## src/rtl/uofv_pkg.sv

```systemverilog
// uofv_pkg: types, codes and byte classifiers for the origin-form target checker
// no dependencies; imported by uofv_parse_core and uri_origin_form_validator
package uofv_pkg;

  localparam int CFG_W = 14;
  localparam logic [CFG_W-1:0] MAX_LEN_RESET = 14'd8192;

  localparam logic [7:0] CH_NUL   = 8'h00;
  localparam logic [7:0] CH_SLASH = 8'h2F;
  localparam logic [7:0] CH_PCT   = 8'h25;
  localparam logic [7:0] CH_QMARK = 8'h3F;
  localparam logic [7:0] CH_HASH  = 8'h23;

  typedef enum logic [2:0] {
    ST_START = 3'd0,
    ST_PATH  = 3'd1,
    ST_QUERY = 3'd2,
    ST_HEX1  = 3'd3,
    ST_HEX2  = 3'd4,
    ST_DONE  = 3'd5,
    ST_BAD   = 3'd6,
    ST_LONG  = 3'd7
  } parse_state_t;

  typedef enum logic [2:0] {
    STAT_RUN     = 3'd0,
    STAT_DONE    = 3'd1,
    STAT_INVALID = 3'd2,
    STAT_TOOLONG = 3'd3,
    STAT_EXTRA   = 3'd4
  } status_t;

  typedef struct packed {
    parse_state_t pstate;
    logic         query;
    logic         slash;
    logic [3:0]   hi_nib;
  } parse_ctx_t;

  typedef struct packed {
    status_t    status;
    logic       byte_valid;
    logic [7:0] data_byte;
    logic       in_query;
  } parse_res_t;

  localparam parse_ctx_t CTX_CLEAR = '{pstate: ST_START, query: 1'b0, slash: 1'b0,
                                       hi_nib: 4'd0};

  function automatic logic is_pchar(input logic [7:0] c);
    logic r;
    r = 1'b0;
    if ((c >= 8'h30 && c <= 8'h39) || (c >= 8'h41 && c <= 8'h5A) ||
        (c >= 8'h61 && c <= 8'h7A)) begin
      r = 1'b1;
    end else begin
      case (c)
        8'h2D, 8'h2E, 8'h5F, 8'h7E,
        8'h21, 8'h24, 8'h26, 8'h27, 8'h28, 8'h29,
        8'h2A, 8'h2B, 8'h2C, 8'h3B, 8'h3D,
        8'h3A, 8'h40: r = 1'b1;
        default:      r = 1'b0;
      endcase
    end
    return r;
  endfunction

  // {ok, nibble}
  function automatic logic [4:0] hex_decode(input logic [7:0] c);
    logic [4:0] r;
    r = 5'd0;
    if (c >= 8'h30 && c <= 8'h39) begin
      r = {1'b1, 4'(c - 8'h30)};
    end else if (c >= 8'h41 && c <= 8'h46) begin
      r = {1'b1, 4'(c - 8'h37)};
    end else if (c >= 8'h61 && c <= 8'h66) begin
      r = {1'b1, 4'(c - 8'h57)};
    end
    return r;
  endfunction

endpackage

```

## src/rtl/uri_origin_form_validator.sv

```systemverilog
// origin-form request-target checker with percent decoding
// the result word is registered and valid in the cycle after its input word is accepted
// throughput: one word per clock; the parse context loop through uofv_parse_core
//   is registered in ctx_r; input stalls while a result word waits unaccepted
// reset (rst_n low, synchronous): parser in start state, count 0, max_length 8192
// depends on uofv_pkg and uofv_parse_core
module uri_origin_form_validator import uofv_pkg::*; #(
  parameter int COUNT_WIDTH = 14
) (
  input  logic             clk,
  input  logic             rst_n,
  input  logic             in_valid,
  output logic             in_ready,
  input  logic [7:0]       in_ch,
  input  logic             in_start_of_target,
  output logic             out_valid,
  input  logic             out_ready,
  output logic [2:0]       out_status,
  output logic             out_byte_valid,
  output logic [7:0]       out_data_byte,
  output logic             out_in_query,
  input  logic             cfg_valid,
  output logic             cfg_ready,
  input  logic [CFG_W-1:0] cfg_max_length
);

  localparam int LW = (COUNT_WIDTH > CFG_W) ? COUNT_WIDTH : CFG_W;

  parse_ctx_t             ctx_r, ctx_cur, ctx_nxt;
  logic [COUNT_WIDTH-1:0] count_r, count_cur;
  logic [CFG_W-1:0]       max_len_r;
  logic                   out_valid_r;
  parse_res_t             res_r, res_nxt;
  logic [LW-1:0]          cnt_ext, lim_ext, cnt_mask, limit;
  logic                   at_limit, count_en, in_fire;

  assign in_ready  = !out_valid_r || out_ready;
  assign in_fire   = in_valid && in_ready;
  assign cfg_ready = 1'b1;

  // start mark restarts the parser before the word is taken
  assign ctx_cur   = in_start_of_target ? CTX_CLEAR : ctx_r;
  assign count_cur = in_start_of_target ? '0 : count_r;

  assign cnt_ext  = LW'(count_cur);
  assign lim_ext  = LW'(max_len_r);
  assign cnt_mask = LW'({COUNT_WIDTH{1'b1}});
  assign limit    = (lim_ext < cnt_mask) ? lim_ext : cnt_mask;
  assign at_limit = (cnt_ext >= limit);

  uofv_parse_core u_core (
    .cur      (ctx_cur),
    .ch       (in_ch),
    .at_limit (at_limit),
    .nxt      (ctx_nxt),
    .res      (res_nxt),
    .count_en (count_en)
  );

  always_ff @(posedge clk) begin
    if (!rst_n) begin
      ctx_r       <= CTX_CLEAR;
      count_r     <= '0;
      max_len_r   <= MAX_LEN_RESET;
      out_valid_r <= 1'b0;
    end else begin
      if (cfg_valid) begin
        max_len_r <= cfg_max_length;
      end
      if (in_fire) begin
        ctx_r   <= ctx_nxt;
        count_r <= count_en ? count_cur + 1'b1 : count_cur;
      end
      if (in_fire) begin
        out_valid_r <= 1'b1;
      end else if (out_ready) begin
        out_valid_r <= 1'b0;
      end
    end
  end

  // result payload, no reset needed
  always_ff @(posedge clk) begin
    if (in_fire) begin
      res_r <= res_nxt;
    end
  end

  assign out_valid      = out_valid_r;
  assign out_status     = res_r.status;
  assign out_byte_valid = res_r.byte_valid;
  assign out_data_byte  = res_r.data_byte;
  assign out_in_query   = res_r.in_query;

endmodule

```

## src/rtl/uofv_parse_core.sv

```systemverilog
// uofv_parse_core: per-byte parse step, next context and result word
// depends on uofv_pkg; purely combinational, registered by the top level
module uofv_parse_core import uofv_pkg::*; (
  input  parse_ctx_t cur,
  input  logic [7:0] ch,
  input  logic       at_limit,
  output parse_ctx_t nxt,
  output parse_res_t res,
  output logic       count_en
);

  logic       terminal;
  logic       ends;
  logic [4:0] hex;
  logic       pchar;

  assign terminal = (cur.pstate == ST_DONE) || (cur.pstate == ST_BAD) ||
                    (cur.pstate == ST_LONG);
  assign ends = ((cur.pstate == ST_PATH) && (ch == CH_NUL)) ||
                ((cur.pstate == ST_QUERY) && ((ch == CH_NUL) || (ch == CH_HASH)));
  assign hex      = hex_decode(ch);
  assign pchar    = is_pchar(ch);
  assign count_en = !terminal && !ends && !at_limit;

  // next state
  always_comb begin
    nxt = cur;
    if (!terminal) begin
      if (ends) begin
        nxt.pstate = ST_DONE;
      end else if (at_limit) begin
        nxt.pstate = ST_LONG;
      end else begin
        unique case (cur.pstate)
          ST_START: begin
            if (ch == CH_SLASH) begin
              nxt.pstate = ST_PATH;
              nxt.slash  = 1'b1;
            end else begin
              nxt.pstate = ST_BAD;
            end
          end
          ST_PATH: begin
            if (ch == CH_PCT) begin
              nxt.pstate = ST_HEX1;
            end else if (ch == CH_QMARK) begin
              nxt.pstate = ST_QUERY;
              nxt.query  = 1'b1;
              nxt.slash  = 1'b0;
            end else if (ch == CH_SLASH) begin
              if (cur.slash) begin
                nxt.pstate = ST_BAD;
              end else begin
                nxt.slash = 1'b1;
              end
            end else if (pchar) begin
              nxt.slash = 1'b0;
            end else begin
              nxt.pstate = ST_BAD;
            end
          end
          ST_QUERY: begin
            if (ch == CH_PCT) begin
              nxt.pstate = ST_HEX1;
            end else if (!(ch == CH_SLASH || ch == CH_QMARK || pchar)) begin
              nxt.pstate = ST_BAD;
            end
          end
          ST_HEX1: begin
            if (hex[4]) begin
              nxt.hi_nib = hex[3:0];
              nxt.pstate = ST_HEX2;
            end else begin
              nxt.pstate = ST_BAD;
            end
          end
          ST_HEX2: begin
            if (hex[4]) begin
              nxt.slash  = 1'b0;
              nxt.pstate = cur.query ? ST_QUERY : ST_PATH;
            end else begin
              nxt.pstate = ST_BAD;
            end
          end
          default: nxt = cur;
        endcase
      end
    end
  end

  // result word
  always_comb begin
    logic emit;
    emit = 1'b0;
    res  = '{status: STAT_RUN, byte_valid: 1'b0, data_byte: 8'd0, in_query: 1'b0};
    unique case (cur.pstate)
      ST_START: emit = (ch == CH_SLASH);
      ST_PATH:  emit = (ch == CH_SLASH) ? !cur.slash :
                       (ch != CH_PCT && ch != CH_QMARK && pchar);
      ST_QUERY: emit = (ch == CH_SLASH || ch == CH_QMARK || pchar);
      ST_HEX2:  emit = hex[4];
      default:  emit = 1'b0;
    endcase
    if (!count_en) begin
      emit = 1'b0;
    end
    unique case (nxt.pstate)
      ST_DONE: res.status = terminal ? STAT_EXTRA : STAT_DONE;
      ST_BAD:  res.status = STAT_INVALID;
      ST_LONG: res.status = STAT_TOOLONG;
      default: res.status = STAT_RUN;
    endcase
    if (emit) begin
      res.byte_valid = 1'b1;
      res.data_byte  = (cur.pstate == ST_HEX2) ? {cur.hi_nib, hex[3:0]} : ch;
      res.in_query   = nxt.query;
    end
  end

endmodule
```

## config.mk

```make
export PLATFORM = sky130hd
export DESIGN_NAME = uri_origin_form_validator
export DESIGN_NICKNAME = d
export VERILOG_FILES = /design/src/rtl/uofv_pkg.sv /design/src/rtl/uri_origin_form_validator.sv /design/src/rtl/uofv_parse_core.sv
export SDC_FILE = /design/constraint.sdc
export NUM_CORES = 1
export LEC_CHECK = 0
export ABC_AREA = 1
export BUFFER_PORTS_ARGS = -buffer_cell sky130_fd_sc_hd__buf_2
export CAP_MARGIN = 10
export CORE_MARGIN = 2
export CORE_UTILIZATION = 30
export DETAILED_ROUTE_END_ITERATION = 8
export SLEW_MARGIN = 20
export SYNTH_ARGS = -nofsm -noshare
export SYNTH_HDL_FRONTEND = slang
export SYNTH_HIERARCHICAL = 1
export SYNTH_SLANG_ARGS = --single-unit
```

## constraint.sdc

```tcl
create_clock -name clk -period 2.6 [get_ports clk]
set_input_delay 0.13 -clock clk [delete_from_list [all_inputs] [get_ports clk]]
set_output_delay 0.13 -clock clk [all_outputs]
set_load 0.03 [all_outputs]
```

Word level (Yosys, flattened, before mapping)
Index checks and enable logic that the tools add are counted.
{ "classes": {"addsub": 4, "n_lt_le_gt_ge": 10, "eq_ne": 33, "n_mux": 46, "reduce_logical": 30} }
{ "ops": {"columns": ["cell", "n"], "rows": [
  ["== test 8 x 6 -> 1 bit, second input constant", 18],
  ["2-to-1 mux 14 bit", 3],
  ["2-to-1 mux 3 bit", 12],
  ["less-or-equal comparator 8 x 7 -> 1 bit, second input constant", 4],
  ["== test 8 x 7 -> 1 bit, second input constant", 3],
  ["== test 3 bit, second input constant", 7],
  ["2-to-1 mux 9 bit", 2],
  ["OR reduction 17 bit", 1],
  [">= comparator 8 x 7 -> 1 bit, second input constant", 2],
  ["!= test 8 x 6 -> 1 bit, second input constant", 2],
  ["2-to-1 mux 5 bit", 3],
  ["one-hot mux 3 bit (5 select lines)", 1],
  ["adder 14 x 1 -> 14 bit, second input constant", 1],
  [">= comparator 14 bit", 1],
  ["< comparator 14 bit, second input constant", 1],
  ["2-to-1 mux 1 bit", 13],
  ["logical AND 1 bit", 12],
  ["2-to-1 mux 6 bit", 2],
  ["2-to-1 mux 10 bit", 1],
  ["logical OR 1 bit", 9],
  ["one-hot mux 3 bit (3 select lines)", 1],
  [">= comparator 8 x 6 -> 1 bit, second input constant", 1],
  ["less-or-equal comparator 8 x 6 -> 1 bit, second input constant", 1],
  ["logical NOT 8 bit", 1],
  ["other kinds (12)", 21]
]} }
{ "word_totals": {"ff_bits": 51, "wordCells": 134} }

Logic depth before layout (Yosys ltp)
{ "depth": {"word_depth": 15, "mapped_depth": 21, "ltp_nobuf": 21} }

Cells and area by module
The synthesis kept the hierarchy.
{ "modules_own_cells": {"columns": ["module", "n_inst", "cells_per_inst", "area_each_um2", "seq_area_each_um2"], "rows": [
  ["uri_origin_form_validator", 1, 321, 2598.7, 1151.1],
  ["uofv_parse_core", 1, 216, 1161.1, 0.0]
]} }

Worst setup path after synthesis
No wires, ideal clock.
{ "synth_timing": {"kind": "input port to flip-flop", "startpoint": "input in_start_of_target", "endpoint": "register count_r[9]", "setup_time_ns": 0.117, "t_arrival_ns": 2.342, "setup_slack_ns": 0.141, "path_stages": 20, "path_buffers": 2, "cell_sequence": "buf_6 clkbuf_1 nor2_1 ha_1 nand2_1 nor2_1 o21ai_0 inv_1 o21ai_0 nand3_1 inv_1 nand2_2 clkinv_2 nand3_1 nor2_8 nand3_4 nor2_2 nand2_1 o21ai_1 nor2_1"} }
{ "synth_between": {"elab_cells_between_ends": 20, "classes_between": "add/sub: 1; order compare: 1; eq/ne: 5; mux: 3; reduce/logical: 10"} }
{ "synth_rtl": {"columns": ["element", "line_no", "rtl"], "rows": [
  ["start, declared", "uri_origin_form_validator.sv:15", "input logic in_start_of_target,"],
  ["2-to-1 mux 14 bit", "uri_origin_form_validator.sv:43", "assign count_cur = in_start_of_target ? '0 : count_r;"],
  [">= comparator 14 bit", "uri_origin_form_validator.sv:49", "assign at_limit = (cnt_ext >= limit);"],
  ["via at_limit", "uri_origin_form_validator.sv:35", "logic at_limit, count_en, in_fire;"],
  ["logical NOT 1 bit", "uofv_parse_core.sv:23", "assign count_en = !terminal && !ends && !at_limit;"],
  ["logical AND 1 bit", "uofv_parse_core.sv:23", null],
  ["via count_en", "uri_origin_form_validator.sv:35", null],
  ["2-to-1 mux 14 bit", "uri_origin_form_validator.sv:72", "count_r <= count_en ? count_cur + 1'b1 : count_cur;"],
  ["end signal, assigned", "uri_origin_form_validator.sv:72", null],
  ["end, declared", "uri_origin_form_validator.sv:30", "logic [COUNT_WIDTH-1:0] count_r, count_cur;"]
]} }
The timed path passes the listed nets, and every way through them passes these cells.
A chain may end at the register's enable or synchronous reset.

==> impl_metrics.yaml <==
place:
  dpl.hpwl_um: 6976
  dp_worst_setup_slack_ns: 0.003169
  place_congestion: 0.8637
  postPlaceCellArea_mm2: 0.004209
  io_buffers: 42
global_routing:
  grt_pass1_vias: 3309
  grt.overflow.total: 0
  grt_antenna_before_repair: 0
  grt_max_degree: 34
  grt_pass1_wl_um: 15200
  grtUsageTotal: 0.1391
yosys:
  synth-seq-area-share: 0.3062
  muxShareOfSynthArea: 0
  syn_nets: 585
  synthAdderAreaFrac: 0.06656
  ys.flop_type: "dfxtp_1"
  synth_seq_cells: 51
  syn-instance-count: 537
  avgSynthCellArea_um2: 7.002
  synthArstFlopShare: 0
  synthSimpleGateAreaFrac: 0.3318
  synth_compound_area_frac: 0.1664
  synth_top_area_frac: 0.2023
  synth-edff-count: 13
  yosys.cell_types.count: 44
  synth-xor-area-share: 0.004659
  synthTopCellsByArea: "dfxtp_1, edfxtp_1, inv_1, nand2_1, ha_1"
  yosysTopAreaCell: "dfxtp_1"
  synth_top_family_by_area: "simple AND/OR/NAND/NOR gates"
  syn_area_mm2: 0.003760
  yosys_warnings: 6
hold_path:
  hold_path.class: "primary input to register"
  holdCritStartpoint: "cfg_max_length[13]"
sta:
  drv_slew: 0
  hold_slack_ns: 0.04880
  fmax_mhz: 418.9
  period_needed_ns: 2.387
  fin_ws_ns: 0.2125
  skew_ns: 0.006687
  post-route-period-util: 0.9183
  worst_pin_slew_ns: 0.7218
  finalHoldViolCount: 0
  setup_viol: 0
  finalSetupTns_ns: 0
  slew_headroom: 0.5177
cts:
  cts.clk_slew.worst_paths_ns: 0.07
  cts_tree: "built"
  insertion_delay_ns: 0.29
  clk_path_buf_depth: 2
  hold_buffers: 0
  clock-sinks: 51
  cts_buffers: 5
  cts_root_buf: "clkbuf_16"
  htree_levels: 2
worst_setup_path:
  crit_end: "ctx_r[1]"
  critPathTopFamily: "simple AND/OR/NAND/NOR gates"
  startpoint: "count_r[0]"
  reg2reg_depth: 17
  crit_required_ns: 2.75
  worst-path-buf-inv: 5
  r2r_start: "count_r[0]"
  critical-path-slowest-cell: "dfxtp_2"
  slowest_delay_ns: 0.36
  cp_max_fo: 7
  path_depth: 17
  critPathLaunchType: "register"
  critPathKind: "register to register"
  cp_cell_sequence: "inv_1, nor2_2, inv_1, ha_1, nand4_1, nor4_1, nand2_1, nand3_1, inv_2, buf_4, nand4_1, a21oi_1, buf_4, nand2_1, o21ai_0, o21ai_0, a21oi_1"
  critPathCaptureType: "register"
  r2r-end: "ctx_r[1]"
  crit_arrival_ns: 2.54
  reg2reg_slack_ns: 0.21
flow_run:
  cap_violations: 0
cells_and_area:
  fin_util: 0.3718
  fin_nets: 637
  syn_to_final_growth_pct: 19.77
  antenna_cells: 0
  fill_cells: 1316
  fin_area_mm2: 0.004503
  layout-drive-gt1-share: 0.2797
floorplan:
  coreArea_mm2: 0.01211
  ios: 44
  initial_core_util: 0.3104
  dieArea_mm2: 0.01344
  fp.dieH_um: 116.0
  rows: 40
  die_w_um: 116.0
routing:
  drcViolationCount: 0
  viasPerCell: 4.566
  drt-wirelength-per-cell_um: 11.80
  vias: 3461
  drt_pass1_iterations: 4
  ant_nets: 0
  drtIter0Drc: 187
  drt_wl_total_um: 8946
power:
  ir_drop_mv: 0.2400
  pwr_density_cell_mw_per_mm2: 445.5
  p_leak_uw: 0.002045
run_status:
  status: "complete, no violations"
-- cell usage after synthesis (2+ instances only) --
| library cell | instances |
|---|---|
| o21ai_0 | 48 |
| o21ai_1 | 4 |
| buf_4 | 3 |
| nand4_1 | 6 |
| nand3b_1 | 2 |
| inv_1 | 85 |
| ha_1 | 20 |
| nand2_4 | 2 |
| nor2_2 | 18 |
| nand3_1 | 25 |
| nand2_2 | 10 |
| inv_2 | 8 |
| nand3_2 | 10 |
| a22oi_1 | 3 |
| nand2_1 | 83 |
| dfxtp_1 | 38 |
| nor2_1 | 58 |
| xor2_1 | 2 |
| a21oi_2 | 4 |
| a21oi_1 | 48 |
| nor2_4 | 9 |
| buf_6 | 4 |
| nor3_1 | 6 |
| nor4_1 | 2 |
| clkbuf_1 | 6 |
| edfxtp_1 | 13 |
| nand3_4 | 3 |
-- layout make-up --
type / count / area [µm²] / area share
Inverter: 95 / 361.6 / 0.08030
Timing Repair Buffer: 61 / 365.4 / 0.08113
Multi-Input combinational cell: 375 / 2245 / 0.4985
Sequential cell: 51 / 1159 / 0.2573
Clock buffer: 6 / 150.1 / 0.03334
Tap cell: 168 / 210.2 / 0.04668
Clock inverter: 2 / 12.51 / 0.002779
-- registers in the layout (all words and copies together), names as in the netlist --
| register | count |
|---|---|
| ctx_r | 9 |
| out_status | 3 |
| out_valid | 1 |
| out_byte_valid | 1 |
| count_r | 14 |
| out_in_query | 1 |
| lim_ext | 14 |
| out_data_byte | 8 |
-- cells in the final DEF (no fill, tap or decap), types with 10 or more instances in the layout --
cell,n
dfxtp_1,32
ha_1,18
nand3_1,24
nor2_4,10
nand2_1,78
inv_1,84
nand2_2,15
nor2_1,52
edfxtp_1,13
buf_4,18
o21ai_0,45
a21oi_1,43
nand3_2,10
buf_2,42
nor2_2,23
-- power by group --
group | switching (µW) | total [µW] | internal (µW)
clock network | 299 | 715 | 416
registers | 15.9 | 876 | 860
logic | 276 | 415 | 139
total | 591 | 2010 | 1410
-- metrics by stage --
| step | instances | power, µW |
|---|---|---|
| floorplan | 537 | 1180 |
| global placement | 747 | 1283 |
| detailed placement | 747 | 1290 |
| CTS | 755 | 2013 |
| global route | 758 | 2115 |
| finish | 758 | 2006 |
-- worst register-to-register path, delay by kind of cell (launching register included) --
family                     cells  cell delay (ns)
AOI/OAI and AO/OA              4             0.34
adders and majority gates      1             0.29
buffers and inverters          5             0.50
DFF                            1             0.36
and+or+nand+nor                7             0.76
-- cell families (layout without fill, tap and decap cells) --
| logic type | Yosys count | after routing |
|---|---|---|
| AND/OR/NAND/NOR | 237 | 237 |
| AO/OA/AOI/OAI | 115 | 115 |
| buffers and inverters | 111 | 164 |
| flip-flops | 51 | 51 |
| adder cells (fa/ha/maj) | 20 | 20 |
| XOR/XNOR | 2 | 2 |
| other | 1 | 1 |
-- how the worst min path moves through the flow --
stage                   to  cells after the start
2_1_floorplan  lim_ext[13]                      1
3_3_place_gp   lim_ext[13]                      3
3_5_place_dp   lim_ext[13]                      3
4_1_cts        lim_ext[13]                      3
5_1_grt        lim_ext[13]                      3
6_report       lim_ext[13]                      3
-- repair_timing --
item	4_1_cts	5_1_grt
endpoints found under the hold margin	0	0
buffers inserted	0	3
resized for setup	0	34
setup endpoints to repair	0	19
-- per-layer routing --
metal	up-vias	wire [µm]	track usage	part of all wire
met1	1578	4451	0.1910	0.50
met3	5	274	0.02092	0.031
met5	-	0	0	0
met2	40	4155	0.2281	0.46
li1	1838	-	-	-
met4	0	64	0.03810	0.0072
(Power assumes the default switching activity.)
